<file path="config.mk">
export PLATFORM = sky130hd
export DESIGN_NAME = instruction_length_branch_predecoder
export DESIGN_NICKNAME = d
export VERILOG_FILES = /design/src/hdl/ilbp_pkg.sv /design/src/hdl/ilbp_decode.sv /design/src/hdl/instruction_length_branch_predecoder.sv
export VERILOG_INCLUDE_DIRS = /design/src /design/src/hdl
export SDC_FILE = /design/constraint.sdc
export NUM_CORES = 1
export LEC_CHECK = 0
export ABC_AREA = 1
export BUFFER_PORTS_ARGS = -buffer_cell sky130_fd_sc_hd__buf_4
export CORE_UTILIZATION = 60
export DETAILED_ROUTE_END_ITERATION = 10
export GPL_ROUTABILITY_DRIVEN = 0
export PLACE_DENSITY = 0.85
export SLEW_MARGIN = 25
export SYNTH_ARGS = -nofsm -noshare
export SYNTH_HDL_FRONTEND = slang
export SYNTH_SLANG_ARGS = --single-unit
</file>
<file path="constraint.sdc">
create_clock -name clk_i -period 3.91 [get_ports clk_i]
set_input_delay 1.173 -clock clk_i [delete_from_list [all_inputs] [get_ports clk_i]]
set_output_delay 1.173 -clock clk_i [all_outputs]
set_load 0.02 [all_outputs]
</file>
<file path="src/hdl/instruction_length_branch_predecoder_macros.svh">
// Assertion macros used by the predecoder top-level RTL file.
`ifndef INSTRUCTION_LENGTH_BRANCH_PREDECODER_MACROS_SVH
`define INSTRUCTION_LENGTH_BRANCH_PREDECODER_MACROS_SVH

`ifndef SYNTHESIS
// Assert a property on the rising clock edge, disabled while reset is low.
`define ILBP_ASSERT(lbl, clk, rstn, prop, msg) \
  lbl: assert property (@(posedge clk) disable iff (!rstn) (prop)) else $error(msg);
// Assert a property on the rising clock edge, also checked during reset.
`define ILBP_ASSERT_ALWAYS(lbl, clk, prop, msg) \
  lbl: assert property (@(posedge clk) (prop)) else $error(msg);
`else
`define ILBP_ASSERT(lbl, clk, rstn, prop, msg)
`define ILBP_ASSERT_ALWAYS(lbl, clk, prop, msg)
`endif

`endif

</file>
<file path="src/hdl/ilbp_pkg.sv">
// Package with the opcode constants and item types of the predecoder.
`default_nettype none
package ilbp_pkg;

  // Stream data widths in bits.
  localparam int unsigned InTdataW  = 64;
  localparam int unsigned OutTdataW = 32;

  // Primary opcodes that need individual treatment.
  localparam logic [7:0] OpNop     = 8'h00;
  localparam logic [7:0] OpLen2A   = 8'h01;
  localparam logic [7:0] OpLen2B   = 8'h02;
  localparam logic [7:0] OpPjsr    = 8'h03;
  localparam logic [7:0] OpGen04   = 8'h04;
  localparam logic [7:0] OpGen05   = 8'h05;
  localparam logic [7:0] OpLen2C   = 8'h06;
  localparam logic [7:0] OpLen2D   = 8'h07;
  localparam logic [7:0] OpLen2E   = 8'h08;
  localparam logic [7:0] OpRte     = 8'h0a;
  localparam logic [7:0] OpGen0C   = 8'h0c;
  localparam logic [7:0] OpGen0D   = 8'h0d;
  localparam logic [7:0] OpBsr8    = 8'h0e;
  localparam logic [7:0] OpJmp     = 8'h10;
  localparam logic [7:0] OpLen2F   = 8'h11;
  localparam logic [7:0] OpLen2G   = 8'h12;
  localparam logic [7:0] OpPjmp    = 8'h13;
  localparam logic [7:0] OpLen2H   = 8'h14;
  localparam logic [7:0] OpGen15   = 8'h15;
  localparam logic [7:0] OpJsr     = 8'h18;
  localparam logic [7:0] OpRts     = 8'h19;
  localparam logic [7:0] OpSleep   = 8'h1a;
  localparam logic [7:0] OpLen2I   = 8'h1c;
  localparam logic [7:0] OpGen1D   = 8'h1d;
  localparam logic [7:0] OpBsr16   = 8'h1e;

  // Opcode ranges.
  localparam logic [7:0] OpBra8Lo  = 8'h20;
  localparam logic [7:0] OpBra8Hi  = 8'h2f;
  localparam logic [7:0] OpBra16Lo = 8'h30;
  localparam logic [7:0] OpBra16Hi = 8'h3f;
  localparam logic [7:0] OpImmLo   = 8'h40;
  localparam logic [7:0] OpImmHi   = 8'h4f;
  localparam logic [7:0] OpShrtLo  = 8'h50;
  localparam logic [7:0] OpShrtHi  = 8'h57;
  localparam logic [7:0] OpWideLo  = 8'h58;
  localparam logic [7:0] OpWideHi  = 8'h5f;
  localparam logic [7:0] OpRegLo   = 8'h60;
  localparam logic [7:0] OpRegHi   = 8'h9f;
  localparam logic [7:0] OpGenLo   = 8'ha0;
  localparam logic [7:0] OpGenHi   = 8'hff;

  // High nibbles of the general format that set the displacement size.
  localparam logic [3:0] TopZero   = 4'h0;
  localparam logic [3:0] TopOne    = 4'h1;
  localparam logic [3:0] TopDisp8  = 4'he;
  localparam logic [3:0] TopDisp16 = 4'hf;

  // One input item: instruction address and five code bytes.
  typedef struct packed {
    logic [7:0]  byte4;
    logic [7:0]  byte3;
    logic [7:0]  byte2;
    logic [7:0]  byte1;
    logic [7:0]  byte0;
    logic [15:0] pc_offset;
    logic [3:0]  code_page;
  } item_t;

  // One result item.
  typedef struct packed {
    logic        is_unconditional;
    logic        is_return;
    logic        is_call;
    logic [15:0] target_offset;
    logic [7:0]  target_page;
    logic        target_valid;
    logic [2:0]  instr_length;
  } result_t;

endpackage
`default_nettype wire

</file>
<file path="src/hdl/ilbp_decode.sv">
// Combinational opcode decoder: length, target and flow flags of one item.
`default_nettype none
module ilbp_decode
  import ilbp_pkg::*;
(
  input  item_t   item_i,
  output result_t result_o
);

  logic [7:0]  op;
  logic [15:0] rel8_target;
  logic [15:0] rel16_target;
  logic [1:0]  ext_n;
  logic [7:0]  ext_byte;
  logic [2:0]  gen_length;

  assign op = item_i.byte0;

  // Program-counter relative targets wrap within the 16-bit offset.
  assign rel8_target  = item_i.pc_offset + 16'd2 + {{8{item_i.byte1[7]}}, item_i.byte1};
  assign rel16_target = item_i.pc_offset + 16'd3 + {item_i.byte1, item_i.byte2};

  // Displacement size of the general addressing format.
  always_comb begin
    ext_n = 2'd0;
    if (op[7:4] == TopDisp8) begin
      ext_n = 2'd1;
    end else if (op[7:4] == TopDisp16) begin
      ext_n = 2'd2;
    end else if (op[7:4] == TopZero && op[2:0] == 3'd5) begin
      ext_n = 2'd1;
    end else if (op[7:4] == TopZero && op[2:0] == 3'd4) begin
      ext_n = op[3] ? 2'd2 : 2'd1;
    end else if (op[7:4] == TopOne && op[2:0] == 3'd5) begin
      ext_n = 2'd2;
    end
  end

  // A zero operation byte after the displacement adds an extension byte.
  always_comb begin
    unique case (ext_n)
      2'd0:    ext_byte = item_i.byte1;
      2'd1:    ext_byte = item_i.byte2;
      default: ext_byte = item_i.byte3;
    endcase
    gen_length = 3'd2 + {1'b0, ext_n} + {2'b00, (ext_byte == 8'h00)};
  end

  // Primary opcode decode.
  always_comb begin
    result_o = '0;
    result_o.instr_length = 3'd1;
    unique case (op) inside
      OpLen2A, OpLen2B, OpLen2C, OpLen2D, OpLen2E, OpLen2F, OpLen2G,
      OpLen2H, OpLen2I: begin
        result_o.instr_length = 3'd2;
      end
      OpJmp, OpJsr: begin
        result_o.instr_length     = 3'd3;
        result_o.target_valid     = 1'b1;
        result_o.target_page      = {4'h0, item_i.code_page};
        result_o.target_offset    = {item_i.byte1, item_i.byte2};
        result_o.is_unconditional = (op == OpJmp);
        result_o.is_call          = (op == OpJsr);
      end
      OpPjsr, OpPjmp: begin
        result_o.instr_length     = 3'd4;
        result_o.target_valid     = 1'b1;
        result_o.target_page      = item_i.byte1;
        result_o.target_offset    = {item_i.byte2, item_i.byte3};
        result_o.is_call          = (op == OpPjsr);
        result_o.is_unconditional = (op == OpPjmp);
      end
      OpRte, OpRts: begin
        result_o.is_return = 1'b1;
      end
      OpBsr8, [OpBra8Lo:OpBra8Hi]: begin
        result_o.instr_length  = 3'd2;
        result_o.target_valid  = 1'b1;
        result_o.target_page   = {4'h0, item_i.code_page};
        result_o.target_offset = rel8_target;
      end
      OpBsr16, [OpBra16Lo:OpBra16Hi]: begin
        result_o.instr_length  = 3'd3;
        result_o.target_valid  = 1'b1;
        result_o.target_page   = {4'h0, item_i.code_page};
        result_o.target_offset = rel16_target;
      end
      [OpImmLo:OpImmHi]: begin
        result_o.instr_length = op[3] ? 3'd3 : 3'd2;
      end
      [OpShrtLo:OpShrtHi], [OpRegLo:OpRegHi]: begin
        result_o.instr_length = 3'd2;
      end
      [OpWideLo:OpWideHi]: begin
        result_o.instr_length = 3'd3;
      end
      OpGen04, OpGen05, OpGen0C, OpGen0D, OpGen15, OpGen1D, [OpGenLo:OpGenHi]: begin
        result_o.instr_length = gen_length;
      end
      default: begin
        // No-operation, sleep and unknown opcodes: one byte, no flags.
        result_o.instr_length = 3'd1;
      end
    endcase
  end

endmodule
`default_nettype wire

</file>
<file path="src/hdl/instruction_length_branch_predecoder.sv">
// Top level of the instruction length and branch predecoder.
// The item is held in the input register, decoded by the combinational opcode
// decoder and held in the result register before it is valid on the master side.
// Throughput: one item per cycle while the master side does not stall, set by
// the input and result registers that enclose the combinational opcode decoder.
// Reset: rst_ni clears both stage valid flags; no result is pending after reset.
`default_nettype none
`include "instruction_length_branch_predecoder_macros.svh"
module instruction_length_branch_predecoder
  import ilbp_pkg::*;
(
  input  wire logic                 clk_i,
  input  wire logic                 rst_ni,
  input  wire logic                 s_axis_tvalid_i,
  output logic                      s_axis_tready_o,
  // tdata fields from bit 0: code_page[3:0], pc_offset[19:4], byte0[27:20],
  // byte1[35:28], byte2[43:36], byte3[51:44], byte4[59:52], zero fill.
  input  wire logic [InTdataW-1:0]  s_axis_tdata_i,
  output logic                      m_axis_tvalid_o,
  input  wire logic                 m_axis_tready_i,
  // tdata fields from bit 0: instr_length[2:0], target_valid[3],
  // target_page[11:4], target_offset[27:12], is_call[28], is_return[29],
  // is_unconditional[30], zero fill.
  output logic [OutTdataW-1:0]      m_axis_tdata_o
);

  logic    in_valid_q;
  item_t   in_item_q;
  logic    out_valid_q;
  result_t out_result_q;
  result_t dec_result;
  logic    out_load;
  logic    in_load;

  // The result register loads when it is empty or being drained.
  assign out_load        = !out_valid_q || m_axis_tready_i;
  assign in_load         = !in_valid_q || out_load;
  assign s_axis_tready_o = in_load;

  // Input register.
  always_ff @(posedge clk_i or negedge rst_ni) begin
    if (!rst_ni) begin
      in_valid_q <= 1'b0;
    end else if (in_load) begin
      in_valid_q <= s_axis_tvalid_i;
    end
  end

  always_ff @(posedge clk_i) begin
    if (in_load && s_axis_tvalid_i) begin
      in_item_q <= item_t'(s_axis_tdata_i[$bits(item_t)-1:0]);
    end
  end

  ilbp_decode u_decode (
    .item_i   (in_item_q),
    .result_o (dec_result)
  );

  // Result register.
  always_ff @(posedge clk_i or negedge rst_ni) begin
    if (!rst_ni) begin
      out_valid_q <= 1'b0;
    end else if (out_load) begin
      out_valid_q <= in_valid_q;
    end
  end

  always_ff @(posedge clk_i) begin
    if (out_load && in_valid_q) begin
      out_result_q <= dec_result;
    end
  end

  assign m_axis_tvalid_o = out_valid_q;
  assign m_axis_tdata_o  = {{(OutTdataW - $bits(result_t)){1'b0}}, out_result_q};

  // A stalled result keeps the item in the input register as well.
  `ILBP_ASSERT(a_stall_holds_input, clk_i, rst_ni,
    (in_valid_q && out_valid_q && !m_axis_tready_i) |=> in_valid_q,
    "input item lost during output stall")
  // Lengths stay within one to five bytes.
  `ILBP_ASSERT(a_length_range, clk_i, rst_ni,
    out_valid_q |-> (out_result_q.instr_length != 3'd0 &&
                     out_result_q.instr_length <= 3'd5),
    "instruction length out of range")
  // Target fields are zero when there is no target.
  `ILBP_ASSERT(a_no_target_zero, clk_i, rst_ni,
    (out_valid_q && !out_result_q.target_valid) |->
      (out_result_q.target_page == 8'h00 && out_result_q.target_offset == 16'h0000),
    "target fields set without target")
  // Flow flags are exclusive, and calls and jumps carry a target.
  `ILBP_ASSERT(a_flags_exclusive, clk_i, rst_ni,
    out_valid_q |-> ($onehot0({out_result_q.is_call, out_result_q.is_return,
                               out_result_q.is_unconditional}) &&
                     ((!out_result_q.is_call && !out_result_q.is_unconditional) ||
                      out_result_q.target_valid)),
    "inconsistent flow flags")
  // Reset leaves no result pending.
  `ILBP_ASSERT_ALWAYS(a_reset_empty, clk_i, !rst_ni |-> !m_axis_tvalid_o,
    "result valid during reset")

endmodule
`default_nettype wire
</file>
==> results by group <==
Floorplanning
  – Rows: 34
  – Io pins: 102
  – Initial core utilization: about 63%
  – Die height: 98.9 um
  – Area of the die: slightly below 10000 sq um
  – Die W: approximately 99 um
  – Core area: roughly 8900 sq um

Timing
  – Final Cycle Share: about three quarters
  – Relative slew margins: 45.9%
  – Measured slew at the worst slew-check pin: about 0.81 ns
  – Slew Viols, Final: 0
  – RSZ-0062 raised after global routing: false
  – Final Worst Setup Slack: ~1 ns
  – Hold Fails Final Rpt: 0
  – Setup TNS: 0 ns
  – Worst Skew: 0.0107 ns
  – Peak Freq: approximately 340 MHz
  – Post-layout min period: slightly below 3 ns
  – # setup viols final: 0

Clock network
  – Setup Fix Bufs, Post-CTS: 0
  – Cts repair resizes: 0
  – Hold-fix buffers at CTS: 0
  – CTS tree: yes
  – CTS max path bufs: 2
  – Clock sinks: 85
  – Clock H-tree levels: 3
  – Clock Latency Late Sink: 0.36 ns
  – Root Buffer: clkbuf_8
  – Clock Pin Slew Worst Setup and Hold Paths: 0.09 ns
  – TritonCTS Buffers: 9

Cells and area
  – Multi-input gate area: between 2000 and 3000 sq um
  – Filler cells: between 600 and 700
  – Ant diodes: 0
  – Area delta synth->final: 17.9%
  – Seq. cell area: 2540 sq um
  – Non-Filler Cell Area, Final: 6640 sq um
  – Layout cells sized above 1: 17.6%
  – Final net count: 876

GRT
  – Global-route wire length before repair: between 20000 and 25000 um
  – Total gr overflow: 0
  – Initial antenna violation count: 0
  – Total GRT Usage: between 20% and 30%
  – Vias in the first global route: between 4000 and 5000
  – Largest net degree at the start of global routing: 35

Routing
  – Antenna-violating nets left: 0
  – DRC violation count after routing: 0
  – DRT Pass-1 Iters: 7
  – Wire per inst: roughly 16 um
  – Iter 0 DRT Violations: 436
  – DRT Wirelength: around 14000 um
  – Drt via density: approximately 5.9
  – Via total after detailed routing: just over 5000

Yosys
  – Area leader, netlist: edfxtp_1
  – Register area share after synthesis: between 40 and 50%
  – Cell with the most instances after synthesis: nand2_1
  – Synth warn: 0
  – Number of synthesized register bits: 85
  – Post-synth EDFFs: 83
  – Top cells by area, synth: edfxtp_1, ha_1, nand2_1, inv_1, nand3_1
  – Synth Flop Type: edfxtp_1
  – Post-synthesis cell area: ~5600 sq um
  – Syn avg cell area: 8.67 sq um
  – Ys async rst share: 2.35%
  – Most frequent cells after synthesis: nand2_1, inv_1, edfxtp_1
  – Yosys top cell area share: 44.2%
  – Syn nets: 780
  – Gate Count Post-Synth: between 600 and 700
  – Yosys cell types: 33

Hold path
  – Hold Path Class: reg2reg

Setup path
  – CP Data Arrival Time: 1.74 ns
  – CP endpoint kind: primary output
  – Critical path type: in2out
  – Critical-path maximum fanout: 3
  – Critical Path RT: approximately 2.7 ns
  – Startpoint Class: primary input

Placement
  – I/O Buffers: between 80 and 90
  – DP Wirelength: 10500 um
  – Placed cell area: 6410 sq um
  – Pre-CTS WS: about 1.0 ns

Power
  – Switching pwr: 0.000859 W
  – Final Power: around 0.0026 W
  – Leakage: around 3.3 nW
  – Clk network pwr share: 27.6%
  – PwrDens: 392 nW/um^2
  – Sw Ratio: around a third
  – Comb pwr share: between 20% and 30%
  – Sequential power share: ~45%
  – Max VDD drop: ~0.24 mV
  – Internal power: approximately 0.0017 W

Outcome
  – Status: finished, final reports clean

Run
  – Max-cap violations: 0
kinds of logic (layout without fill, tap and decap cells):
family                     count (synthesis)  in the layout  synth area share (%)
buffers and inverters                    118            219                  8.33
DFF                                       85             85                  45.1
other                                      1              1                0.0666
xor gates and xnor gates                   3              3                 0.467
and+or+nand+nor                          321            321                  25.1
adders and majority gates                 62             62                  14.0
AOI/OAI and AO/OA                         60             60                  6.91
registers in the layout, indices dropped and copies added (netlist names):
register,cells
in_item_q,52
in_valid_q,1
m_axis_tdata_o,31
m_axis_tvalid_o,1
worst max-delay path, stage by stage:
cell and delay, ns:
buf_4 0.11, inv_1 0.12, nand3_1 0.15, buf_4 0.19
metrics by stage:
| stage | cells | util (%) | hold WS (ns) |
|---|---|---|---|
| after floorplan | 650 | - | 0.447 |
| after global placement | 843 | 72.1 | 0.490 |
| after detailed placement | 843 | 72.1 | 0.516 |
| after CTS | 859 | 74.7 | 0.537 |
| after global routing | 859 | 74.7 | 0.552 |
| final | 859 | 74.7 | 0.531 |
final timing paths:
| path | start | endpoint | slack (ns) | cells after the start |
|---|---|---|---|---|
| max | m_axis_tready_i | s_axis_tready_o | 0.99 | 4 |
| min | in_valid_q$_DFFE_PN0N_ | m_axis_tvalid_o$_DFFE_PN0P_ | 0.53 | 2 |
| max reg2reg | in_item_q[29]$_DFFE_PP_ | m_axis_tdata_o[17]$_DFFE_PP_ | 1.24 | 10 |
| min reg2reg | in_valid_q$_DFFE_PN0N_ | m_axis_tvalid_o$_DFFE_PN0P_ | 0.53 | 2 |
| max in group asynchronous | rst_ni | in_valid_q$_DFFE_PN0N_ | 3.26 | 1 |
| min in group asynchronous | rst_ni | m_axis_tvalid_o$_DFFE_PN0P_ | 0.57 | 1 |
power groups by stage:
stage / Clock (W) / Sequential [W] / Combinational, W
2_1_floorplan: 0 / 0.00121 / 0.000438
3_3_place_gp: 0 / 0.00118 / 0.000673
3_5_place_dp: 0 / 0.00118 / 0.000704
4_1_cts: 0.000725 / 0.00116 / 0.000712
5_1_grt: 0.000757 / 0.00117 / 0.000804
6_report: 0.000718 / 0.00116 / 0.000726
layout make-up:
class                           count  area share (%)
Multi-Input combinational cell    447            39.7
Clock inverter                      7            1.58
Tap cell                          108            2.04
Timing Repair Buffer               90            10.2
Sequential cell                    85            38.3
Clock buffer                        9            1.87
Inverter                          113            6.39
cells in the final DEF, fill, tap and decap left out, types with 3 or more instances in the layout:
cell type  synthesis  final
or2_2             10     10
a22oi_1           11     11
o21ai_0            7      7
ha_1              60     60
o2111ai_1          3      3
buf_4              3     90
nand3b_1           3      3
a21oi_1           28     27
xnor2_1            3      3
nor4_1             4      4
inv_1            109    108
nor2_1            39     39
nand3_1           68     68
edfxtp_1          83     83
o22ai_1            5      5
inv_2              4      5
nor3_1             4      4
nand4_1           13     13
nand2_1          175    175
clkbuf_8           0      9
per-layer routing:
metal	vias up	wire length, um	share of wire, %	track usage, %
li1	2384	-	-	-
met1	2298	5490	39	37.4
met2	311	6610	47	49.1
met3	48	1450	10	6.31
met4	0	481	3.4	11.1
met5	-	0	0	0
No activity file was read; power rests on OpenSTA's default activity.
